==> src/hw/rtl/avtp_audio_depacketizer_unit_defines.svh <==
// assertion helpers for the depacketizer unit
`ifndef AVTP_AUDIO_DEPACKETIZER_UNIT_DEFINES_SVH
`define AVTP_AUDIO_DEPACKETIZER_UNIT_DEFINES_SVH

// same-cycle implication
`define AVTPAD_ASSERT_IMP(lbl, clk, rst, ante, cons, msg) \
  lbl: assert property (@(posedge clk) disable iff (rst) (ante) |-> (cons)) \
    else $error(msg);

// next-cycle implication
`define AVTPAD_ASSERT_NXT(lbl, clk, rst, ante, cons, msg) \
  lbl: assert property (@(posedge clk) disable iff (rst) (ante) |=> (cons)) \
    else $error(msg);

`endif

==> src/hw/rtl/avtpad_pkg.sv <==
package avtpad_pkg;

  localparam int HDR_BYTES     = 24;
  localparam int MAX_PDU_BYTES = 1500;
  localparam int POS_W         = 11;
  localparam int HDR_AW        = 5;

  localparam int OFS_STREAM = 4;
  localparam int OFS_FORMAT = 12;
  localparam int OFS_RATE   = 13;
  localparam int OFS_FLAGS  = 14;
  localparam int OFS_SEQ    = 15;
  localparam int OFS_TS     = 16;
  localparam int TS_VALID_BIT = 7;

  localparam int THR_W       = 31;
  localparam int THR_SCALE   = 2000;
  localparam int THR_RESET   = 4000000;

  localparam int RF_DEPTH = 4;
  localparam int RF_AW    = 2;
  localparam int RF_CW    = 3;

  localparam logic [62:0] LAT_MAX = 63'h7FFF_FFFF_FFFF_FFFF;

  typedef logic [POS_W-1:0] pos_t;
  typedef logic [RF_CW-1:0] rf_cnt_t;
  typedef logic [RF_AW-1:0] rf_ptr_t;

  typedef enum logic [1:0] {
    CFG_STREAM_ID,
    CFG_SAMPLE_BYTES,
    CFG_RATE_CODE,
    CFG_PRES_OFFSET
  } cfg_idx_t;

  typedef enum logic [2:0] {
    STS_OK,
    STS_SHORT,
    STS_STREAM,
    STS_CODES,
    STS_MISALIGN,
    STS_EMPTY
  } sts_code_t;

  typedef struct packed {
    logic [7:0]  pdu_byte;
    logic        last_byte;
    logic [63:0] now_ns;
  } in_word_t;

  typedef struct packed {
    logic               is_status;
    logic signed [31:0] sample_value;
    logic [2:0]         status_code;
    logic               sequence_gap;
    logic               timestamp_bad;
    logic               skew_event;
    logic signed [63:0] latency_ns;
    logic [62:0]        max_latency_ns;
    logic [62:0]        min_latency_ns;
    logic [9:0]         sample_count;
    logic [63:0]        packet_timestamp;
    logic               last_result;
  } out_word_t;

  typedef struct packed {
    logic [63:0] stream_id;
    logic [2:0]  sample_bytes;
    logic [3:0]  rate_code;
  } cfg_t;

  // results of one accepted byte, ahead of the latency math
  typedef struct packed {
    logic        smp_v;
    logic [31:0] smp_val;
    logic        smp_last;
    logic        sts_v;
    sts_code_t   code;
    logic        seq_gap;
    logic        ts_bad;
    logic [63:0] ts;
    logic [63:0] now;
    logic [9:0]  cnt;
  } front_bndl_t;

  typedef struct packed {
    logic        smp_v;
    logic [31:0] smp_val;
    logic        smp_last;
    logic        sts_v;
    sts_code_t   code;
    logic        seq_gap;
    logic        ts_bad;
    logic        ts_zero;
    logic [63:0] ts;
    logic [63:0] lat;
    logic [63:0] mag;
    logic [9:0]  cnt;
  } lat_bndl_t;

  typedef struct packed {
    logic        smp_v;
    logic [31:0] smp_val;
    logic        smp_last;
    logic        sts_v;
    out_word_t   sts;
  } rf_ent_t;

endpackage

==> src/hw/rtl/avtp_audio_depacketizer_unit.sv <==
// AVTP audio depacketizer.
// in channel: one packet byte per word (pdu_byte, last_byte, now_ns), valid/stall.
// The first 24 bytes form the header; later bytes are packed into sign-extended
// big-endian samples, each sent as a word on the out channel as soon as it is
// complete. The last byte of a packet adds one status word (code, sequence,
// timestamp and latency checks, running max/min latency).
// cfg channel: valid/ready write of index and data; ready is always high, and
// writes are meant for times when no packet is in progress.
// Path: each result goes through the input stage, the latency subtract stage and
// then the result queue before it is offered on out.
// Throughput: one byte per cycle while in_stall is low; a last byte that also
// completes a sample yields two results, its sample word and then its status word.
// The 4-entry result queue with credit counting raises in_stall when queue and
// pipeline together hold four bundles, so a stalled receiver backs up to in.
// Reset (rst, synchronous) empties the pipeline and queue, restarts packet
// parsing, clears the expected sequence, resets the max/min latency and restores the configuration defaults.
`include "avtp_audio_depacketizer_unit_defines.svh"

module avtp_audio_depacketizer_unit (
  input  logic                    clk,
  input  logic                    rst,
  input  logic                    in_valid,
  output logic                    in_stall,
  input  avtpad_pkg::in_word_t    in_word,
  output logic                    out_valid,
  input  logic                    out_stall,
  output avtpad_pkg::out_word_t   out_word,
  input  logic                    cfg_valid,
  output logic                    cfg_ready,
  input  avtpad_pkg::cfg_idx_t    cfg_index,
  input  logic [63:0]             cfg_data
);

  avtpad_pkg::cfg_t          cfg;
  logic [avtpad_pkg::THR_W-1:0] thr;

  logic                      in_acc;
  avtpad_pkg::front_bndl_t   p1;
  logic                      p1_v;
  avtpad_pkg::lat_bndl_t     p2;
  logic                      p2_v;
  logic [63:0]               lat_raw;

  logic [62:0]               max_lat;
  logic [62:0]               min_lat;
  logic [62:0]               max_lat_next;
  logic [62:0]               min_lat_next;
  logic                      upd;

  avtpad_pkg::rf_ent_t       rf [avtpad_pkg::RF_DEPTH];
  avtpad_pkg::rf_ptr_t       wr_ptr;
  avtpad_pkg::rf_ptr_t       rd_ptr;
  avtpad_pkg::rf_cnt_t       rf_cnt;
  avtpad_pkg::rf_cnt_t       used;
  logic                      sub_sel;
  avtpad_pkg::rf_ent_t       ent;
  avtpad_pkg::rf_ent_t       head;
  logic                      show_smp;
  logic                      out_acc;
  logic                      pop;
  avtpad_pkg::out_word_t     smp_out;

  // configuration registers
  assign cfg_ready = 1'b1;

  always_ff @(posedge clk) begin
    if (rst) begin
      cfg.stream_id    <= '0;
      cfg.sample_bytes <= 3'd3;
      cfg.rate_code    <= 4'd5;
      thr              <= avtpad_pkg::THR_W'(avtpad_pkg::THR_RESET);
    end else if (cfg_valid && cfg_ready) begin
      unique case (cfg_index)
        avtpad_pkg::CFG_STREAM_ID:    cfg.stream_id    <= cfg_data;
        avtpad_pkg::CFG_SAMPLE_BYTES: cfg.sample_bytes <= cfg_data[2:0];
        avtpad_pkg::CFG_RATE_CODE:    cfg.rate_code    <= cfg_data[3:0];
        avtpad_pkg::CFG_PRES_OFFSET:
          thr <= avtpad_pkg::THR_W'(cfg_data[19:0]) *
                 avtpad_pkg::THR_W'(avtpad_pkg::THR_SCALE);
        default: ;
      endcase
    end
  end

  // input stage
  assign used = rf_cnt + avtpad_pkg::rf_cnt_t'(p1_v) + avtpad_pkg::rf_cnt_t'(p2_v);
  assign in_stall = used >= avtpad_pkg::rf_cnt_t'(avtpad_pkg::RF_DEPTH);
  assign in_acc   = in_valid && !in_stall;

  avtpad_front u_front (
    .clk     (clk),
    .rst     (rst),
    .acc     (in_acc),
    .in_word (in_word),
    .cfg     (cfg),
    .p1      (p1),
    .p1_v    (p1_v)
  );

  // latency subtract stage; both directions in parallel for the magnitude
  assign lat_raw = p1.now - p1.ts;

  always_ff @(posedge clk) begin
    p2.smp_v    <= p1.smp_v;
    p2.smp_val  <= p1.smp_val;
    p2.smp_last <= p1.smp_last;
    p2.sts_v    <= p1.sts_v;
    p2.code     <= p1.code;
    p2.seq_gap  <= p1.seq_gap;
    p2.ts_bad   <= p1.ts_bad;
    p2.ts_zero  <= p1.ts == 64'd0;
    p2.ts       <= p1.ts;
    p2.lat      <= lat_raw;
    // magnitude of the wrapped difference taken as signed
    p2.mag      <= lat_raw[63] ? p1.ts - p1.now : lat_raw;
    p2.cnt      <= p1.cnt;
  end

  always_ff @(posedge clk) begin
    if (rst) begin
      p2_v <= 1'b0;
    end else begin
      p2_v <= p1_v;
    end
  end

  // running latency extremes, updated as the status enters the queue
  assign upd = p2_v && p2.sts_v && !p2.ts_zero && !p2.lat[63];
  assign max_lat_next = (upd && (p2.lat[62:0] > max_lat)) ? p2.lat[62:0] : max_lat;
  assign min_lat_next = (upd && (p2.lat[62:0] < min_lat)) ? p2.lat[62:0] : min_lat;

  always_ff @(posedge clk) begin
    if (rst) begin
      max_lat <= '0;
      min_lat <= avtpad_pkg::LAT_MAX;
    end else begin
      max_lat <= max_lat_next;
      min_lat <= min_lat_next;
    end
  end

  always_comb begin
    ent                      = '0;
    ent.smp_v                = p2.smp_v;
    ent.smp_val              = p2.smp_val;
    ent.smp_last             = p2.smp_last;
    ent.sts_v                = p2.sts_v;
    ent.sts.is_status        = 1'b1;
    ent.sts.status_code      = p2.code;
    ent.sts.sequence_gap     = p2.seq_gap;
    ent.sts.timestamp_bad    = p2.ts_bad;
    ent.sts.skew_event       = !p2.ts_zero && (p2.mag > 64'(thr));
    ent.sts.latency_ns       = p2.ts_zero ? 64'sd0 : $signed(p2.lat);
    ent.sts.max_latency_ns   = max_lat_next;
    ent.sts.min_latency_ns   = min_lat_next;
    ent.sts.sample_count     = p2.cnt;
    ent.sts.packet_timestamp = p2.ts;
    ent.sts.last_result      = 1'b1;
  end

  // result queue
  always_ff @(posedge clk) begin
    if (p2_v) begin
      rf[wr_ptr] <= ent;
    end
  end

  assign head      = rf[rd_ptr];
  assign out_valid = rf_cnt != '0;
  assign show_smp  = head.smp_v && !sub_sel;
  assign out_acc   = out_valid && !out_stall;
  assign pop       = out_acc && !(show_smp && head.sts_v);

  always_comb begin
    smp_out              = '0;
    smp_out.sample_value = $signed(head.smp_val);
    smp_out.last_result  = head.smp_last;
  end

  assign out_word = show_smp ? smp_out : head.sts;

  always_ff @(posedge clk) begin
    if (rst) begin
      wr_ptr  <= '0;
      rd_ptr  <= '0;
      rf_cnt  <= '0;
      sub_sel <= 1'b0;
    end else begin
      if (p2_v) begin
        wr_ptr <= wr_ptr + 1'b1;
      end
      if (pop) begin
        rd_ptr  <= rd_ptr + 1'b1;
        sub_sel <= 1'b0;
      end else if (out_acc) begin
        // sample word went out, status of the same bundle follows
        sub_sel <= 1'b1;
      end
      rf_cnt <= rf_cnt + avtpad_pkg::rf_cnt_t'(p2_v) - avtpad_pkg::rf_cnt_t'(pop);
    end
  end

  `AVTPAD_ASSERT_IMP(a_credit_bound, clk, rst, 1'b1, used <= avtpad_pkg::rf_cnt_t'(avtpad_pkg::RF_DEPTH), "result queue credits overrun")
  `AVTPAD_ASSERT_IMP(a_no_write_full, clk, rst, p2_v, rf_cnt < avtpad_pkg::rf_cnt_t'(avtpad_pkg::RF_DEPTH), "write into full result queue")
  `AVTPAD_ASSERT_NXT(a_last_gives_status, clk, rst, in_acc && in_word.last_byte, p1_v && p1.sts_v, "last byte without status bundle")
  `AVTPAD_ASSERT_IMP(a_sub_sel_pair, clk, rst, sub_sel, out_valid && head.smp_v && head.sts_v, "second half shown without paired bundle")
  `AVTPAD_ASSERT_IMP(a_min_le_max, clk, rst, min_lat != avtpad_pkg::LAT_MAX, min_lat <= max_lat, "latency minimum above maximum")

endmodule

==> src/hw/rtl/avtpad_front.sv <==
module avtpad_front (
  input  logic                     clk,
  input  logic                     rst,
  input  logic                     acc,
  input  avtpad_pkg::in_word_t     in_word,
  input  avtpad_pkg::cfg_t         cfg,
  output avtpad_pkg::front_bndl_t  p1,
  output logic                     p1_v
);

  logic [7:0]             hdr [avtpad_pkg::HDR_BYTES];
  avtpad_pkg::pos_t       pos;
  logic                   hdr_acc;
  logic                   hdr_stream_ok;
  logic [23:0]            smp_acc;
  logic [1:0]             bis;
  logic [9:0]             cnt;
  logic [7:0]             exp_seq;

  avtpad_pkg::pos_t       pos_next;
  logic                   active;
  logic                   in_hdr;
  logic                   hdr_done;
  logic [63:0]            hdr_sid;
  logic [63:0]            hdr_ts;
  logic                   stream_eq;
  logic                   size_ok;
  logic                   codes_ok;
  logic                   acc_now;
  logic                   stream_ok_now;
  logic                   pay;
  logic [2:0]             bis_inc;
  logic                   smp_done;
  logic [31:0]            smp_word;
  logic [31:0]            smp_val;
  logic [1:0]             bis_next;
  logic [23:0]            smp_acc_next;
  logic [9:0]             cnt_next;
  logic                   short_pkt;
  logic                   detail;
  avtpad_pkg::sts_code_t  code;
  avtpad_pkg::front_bndl_t bndl;

  assign active   = pos < avtpad_pkg::pos_t'(avtpad_pkg::MAX_PDU_BYTES);
  assign in_hdr   = pos < avtpad_pkg::pos_t'(avtpad_pkg::HDR_BYTES);
  assign hdr_done = pos == avtpad_pkg::pos_t'(avtpad_pkg::HDR_BYTES - 1);
  assign pos_next = active ? pos + 1'b1 : pos;

  // big-endian header fields; the last timestamp byte may be the one arriving now
  always_comb begin
    for (int i = 0; i < 8; i++) begin
      hdr_sid[63 - 8*i -: 8] = hdr[avtpad_pkg::OFS_STREAM + i];
      hdr_ts[63 - 8*i -: 8]  = hdr[avtpad_pkg::OFS_TS + i];
    end
    if (hdr_done) begin
      hdr_ts[7:0] = in_word.pdu_byte;
    end
  end

  assign stream_eq = hdr_sid == cfg.stream_id;
  assign size_ok   = (cfg.sample_bytes >= 3'd2) && (cfg.sample_bytes <= 3'd4);
  assign codes_ok  = size_ok &&
                     (hdr[avtpad_pkg::OFS_FORMAT] == {2'b00, cfg.sample_bytes, 3'b000}) &&
                     (hdr[avtpad_pkg::OFS_RATE] == {4'b0000, cfg.rate_code});

  assign acc_now       = hdr_done ? (stream_eq && codes_ok) : hdr_acc;
  assign stream_ok_now = hdr_done ? stream_eq : hdr_stream_ok;

  // sample assembly
  assign pay      = active && !in_hdr && hdr_acc && size_ok;
  assign bis_inc  = {1'b0, bis} + 3'd1;
  assign smp_done = pay && (bis_inc >= cfg.sample_bytes);
  assign smp_word = {smp_acc, in_word.pdu_byte};

  always_comb begin
    case (cfg.sample_bytes)
      3'd2:    smp_val = {{16{smp_word[15]}}, smp_word[15:0]};
      3'd3:    smp_val = {{8{smp_word[23]}}, smp_word[23:0]};
      default: smp_val = smp_word;
    endcase
  end

  assign bis_next     = pay ? (smp_done ? 2'd0 : bis_inc[1:0]) : bis;
  assign smp_acc_next = pay ? (smp_done ? 24'd0 : {smp_acc[15:0], in_word.pdu_byte}) : smp_acc;
  assign cnt_next     = smp_done ? cnt + 10'd1 : cnt;

  // end-of-packet status
  assign short_pkt = pos_next < avtpad_pkg::pos_t'(avtpad_pkg::HDR_BYTES);
  assign detail    = !short_pkt && acc_now;

  always_comb begin
    if (short_pkt) begin
      code = avtpad_pkg::STS_SHORT;
    end else if (!acc_now) begin
      code = stream_ok_now ? avtpad_pkg::STS_CODES : avtpad_pkg::STS_STREAM;
    end else if (bis_next != 2'd0) begin
      code = avtpad_pkg::STS_MISALIGN;
    end else if (cnt_next == 10'd0) begin
      code = avtpad_pkg::STS_EMPTY;
    end else begin
      code = avtpad_pkg::STS_OK;
    end
  end

  always_comb begin
    bndl          = '0;
    bndl.smp_v    = smp_done;
    bndl.smp_val  = smp_val;
    bndl.smp_last = !in_word.last_byte;
    bndl.sts_v    = in_word.last_byte;
    bndl.code     = code;
    bndl.now      = in_word.now_ns;
    if (detail) begin
      bndl.seq_gap = hdr[avtpad_pkg::OFS_SEQ] != exp_seq;
      bndl.ts_bad  = !hdr[avtpad_pkg::OFS_FLAGS][avtpad_pkg::TS_VALID_BIT] ||
                     (hdr_ts == 64'd0);
      bndl.ts      = hdr_ts;
      bndl.cnt     = cnt_next;
    end
  end

  always_ff @(posedge clk) begin
    if (acc && active && in_hdr) begin
      hdr[pos[avtpad_pkg::HDR_AW-1:0]] <= in_word.pdu_byte;
    end
    p1 <= bndl;
  end

  always_ff @(posedge clk) begin
    if (rst) begin
      pos           <= '0;
      hdr_acc       <= 1'b0;
      hdr_stream_ok <= 1'b0;
      smp_acc       <= '0;
      bis           <= '0;
      cnt           <= '0;
      exp_seq       <= '0;
      p1_v          <= 1'b0;
    end else begin
      p1_v <= acc && (smp_done || in_word.last_byte);
      if (acc) begin
        if (in_word.last_byte) begin
          pos           <= '0;
          hdr_acc       <= 1'b0;
          hdr_stream_ok <= 1'b0;
          smp_acc       <= '0;
          bis           <= '0;
          cnt           <= '0;
          if (detail) begin
            exp_seq <= hdr[avtpad_pkg::OFS_SEQ] + 8'd1;
          end
        end else begin
          pos           <= pos_next;
          hdr_acc       <= acc_now;
          hdr_stream_ok <= stream_ok_now;
          smp_acc       <= smp_acc_next;
          bis           <= bis_next;
          cnt           <= cnt_next;
        end
      end
    end
  end

endmodule

==> config.mk <==
export PLATFORM = sky130hd
export DESIGN_NAME = avtp_audio_depacketizer_unit
export DESIGN_NICKNAME = d
export VERILOG_FILES = /design/src/hw/rtl/avtpad_pkg.sv /design/src/hw/rtl/avtp_audio_depacketizer_unit.sv /design/src/hw/rtl/avtpad_front.sv
export VERILOG_INCLUDE_DIRS = /design/src /design/src/hw/rtl
export SDC_FILE = /design/constraint.sdc
export NUM_CORES = 2
export LEC_CHECK = 0
export BUFFER_PORTS_ARGS = -buffer_cell sky130_fd_sc_hd__buf_2
export CORE_MARGIN = 10
export CORE_UTILIZATION = 66
export CTS_CLUSTER_SIZE = 16
export DETAILED_ROUTE_END_ITERATION = 12
export MAX_ROUTING_LAYER = met4
export PLACE_DENSITY = 0.91
export SETUP_SLACK_MARGIN = 0.4
export SKIP_CTS_REPAIR_TIMING = 1
export SYNTH_ARGS = -nofsm -noshare
export SYNTH_HDL_FRONTEND = slang
export SYNTH_HIERARCHICAL = 1
export SYNTH_SLANG_ARGS = --single-unit
==> constraint.sdc <==
create_clock -name clk -period 12.9 [get_ports clk]
set_input_delay 2.58 -clock clk [delete_from_list [all_inputs] [get_ports clk]]
set_output_delay 2.58 -clock clk [all_outputs]
set_load 0.01 [all_outputs]
==> reports/qor.yml <==
cts_buffers: 195
hold_violations: 0
finalNetCount: 7359
core_area_um2: 134000
arrival_ns: 5.39
yosys_register_bits: 2086
wl_met1_um: 92000
hold_path_end: "ent[324]"
cap_violations: 0
yosysUniqueCellTypes: 101
p_seq_share_pct: 44.7
pwr-share-clk_pct: 35.0
ant_nets: 0
via_count: 56109
cts_tree: "yes"
synthFlopType: "edfxtp_1"
first_pass_iters: 6
critPathCaptureType: "primary output"
cts_buffer_depth: 3
setup_tns_ns: 0
hpwl_um: 162000
ys_seq_area_share_pct: 62.3
leakagePower_nw: 36.6
utilization_pct: 74.3
ff2ff_path_depth: 15
critPathKind: "reg -> out"
rsz0062_at_grt: "false"
final_max_slew_viol_count: 0
synthesis.area_um2: 89200
syn_area_per_cell_um2: 14.0
yosysMostFrequentCell: "edfxtp_1"
met3_length_um: 23100
initial_core_util_pct: 66.6
routed_via_density: 6.41
hp-start: "u_front/p1[163]"
slew_headroom_pct: 13.2
portBuffers: 449
start_kind: "flip-flop"
rows: 134
clock_sinks: 2086
ir_worst_vdd_mv: 0.154
cts_max_level: 4
fp.dieW_um: 388
synthesis.nets: 6952
internal-power_mw: 11.9
worstMarginPinSlew_ns: 1.30
power_mw: 16.5
ys_async_sr_fraction_pct: 0
switchingPower_mw: 4.59
clk_pin_slew_ns: 0.06
dieArea_um2: 150000
wl_met2_um: 119000
synth_top_area_share_pct: 46.2
grt_pass1_wl_um: 366000
fin_crit_sh_pct: 61.8
status: "finished clean"
fmax_mhz: 125
seqCellArea_um2: 55500
skew_ns: 0.0417
drc_errors: 0
num-fill-cells: 7765
period_needed_ns: 7.97
multi_input_area_um2: 30800
die_height_um: 388
power_frac_comb_pct: 20.3
dpl.cell_count: 8357
swShare_pct: 27.9
overflow: 0
critPathMaxFanout: 103
ys_warn_count: 6
holdCritPathClass: "reg -> reg"
syn_to_final_growth_pct: 11.5
clockRootBuffer: "clkbuf_16"
final_area_um2: 99400
antenna_found_initial: 32
setup_viol: 0
grt_max_degree: 134
synthTopCellsByArea: "edfxtp_1, dfxtp_1, mux4_2"
drive_gt1_share_pct: 18.7
clock_latency_ns: 0.86
routed_wl_um: 246000
syn-instance-count: 6379
cellPowerDensity_nw_per_um2: 166
io_pins: 451
regToRegSetupSlack_ns: 7.35
gp_congestion: 0.952
holdPathStages: 0
first_global_vias: 57064
crit-reg2reg-capture: "rf_cnt[2]"
drt_iter0_markers: 6508
wire_per_inst_um: 28.1
final_cells: 8752
placed_area_um2: 92900
ys_top_cells_by_count: "edfxtp_1, dfxtp_1, inv_1"
top_layer: "met4"
worst-endpoint-required_ns: 10.32
yosys.area.top_type: "edfxtp_1"
synth_edf_count: 1373
groute.usage.overall_pct: 33.1
==> how the worst max path moves through the flow <==
stage,from,end,slack [ns],depth (start not counted)
after CTS,flip-flop,out_word[140],4.83,9
after global placement,cfg_data[5],thr[26],5.33,17
after floorplan,wr_ptr[0],rf[0][0],4.75,3
after global routing,flip-flop,out_word[140],4.63,6
final,flip-flop,out_word[140],4.93,9
after detailed placement,cfg_data[5],thr[26],5.39,17
==> layer usage <==
metal,global-route usage (%),vias to the layer above
met3,6.21,598
met1,42.1,27978
met4,13.2,0
met5,-,-
li1,-,24139
met2,53.0,3394
==> cells by family (layout without fill, tap and decap cells) <==
group | after synthesis | in the layout | share of synthesized area, %
fa+ha+maj | 429 | 429 | 6.64
xor+xnor | 239 | 239 | 2.35
buf+inv | 721 | 1301 | 3.25
mux | 479 | 479 | 9.83
simple gates | 1468 | 1468 | 8.84
other cells | 1 | 26 | 0.00421
compound gates | 956 | 956 | 6.84
flops | 2086 | 2086 | 62.3
==> through the flow <==
step | hold slack (ns) | worst slack, ns
after floorplan | 0.310 | 4.75
after global placement | 0.311 | 5.33
after detailed placement | 0.312 | 5.39
after CTS | 0.328 | 4.83
after global routing | 0.329 | 4.63
final | 0.326 | 4.93
==> final cells by class <==
cell class	count	share of cell area (%)
Sequential cell	2086	55.9
Multi-Input combinational cell	3572	31.0
Clock buffer	277	5.56
Timing Repair Buffer	497	2.68
Tap cell	1768	2.23
Inverter	434	1.65
Clock inverter	93	0.947
Antenna cell	25	0.0629
==> power groups by stage <==
stage	Combinational [mW]	Clock [mW]	Sequential, mW
floorplan	2.24	0	7.39
global placement	3.26	0	7.47
finish	3.34	5.76	7.35
global route	3.64	6.05	7.36
CTS	3.37	5.80	7.35
detailed placement	3.31	0	7.48
==> flip-flops by register name, indices dropped and copies added, names as in the netlist, 2 cells and up, named ones only <==
signal and count:
rf 1220, u_front/p1 178, u_front/hdr 153, p2 128, ent 114, cfg 71
max_lat 63, min_lat 63, thr 27, u_front/smp_acc 24, u_front/pos 11, u_front/cnt 10
u_front/exp_seq 8, rf_cnt 3, rd_ptr 2, u_front/bis 2, wr_ptr 2
==> layout by cell type (no fill, tap or decap), types with 70 or more instances in the layout <==
cell type  instances
o21ai_0          151
nand4_1          106
mux2_2           128
a21o_1           165
ha_1             356
nand2_1          300
nor2b_1           93
edfxtp_1        1373
clkbuf_16        202
and2_1           374
fa_1              73
xnor2_1          169
nor2_1           249
inv_1            427
and3_1            70
dfxtp_1          710
nand2b_1          75
xor2_1            70
mux4_2           304
a21oi_1          339
buf_2            448
==> worst max-delay path, cell delays in order (launching register included) <==
cell and delay, ns:
dfxtp_4 0.67, buf_4 0.57, buf_4 0.85, nor2b_1 0.15, a211oi_1 0.50, a211oi_4 0.11, inv_6 0.28, buf_4 0.67
and2_1 0.31, buf_2 0.17
No activity file was read; power rests on OpenSTA's default activity.
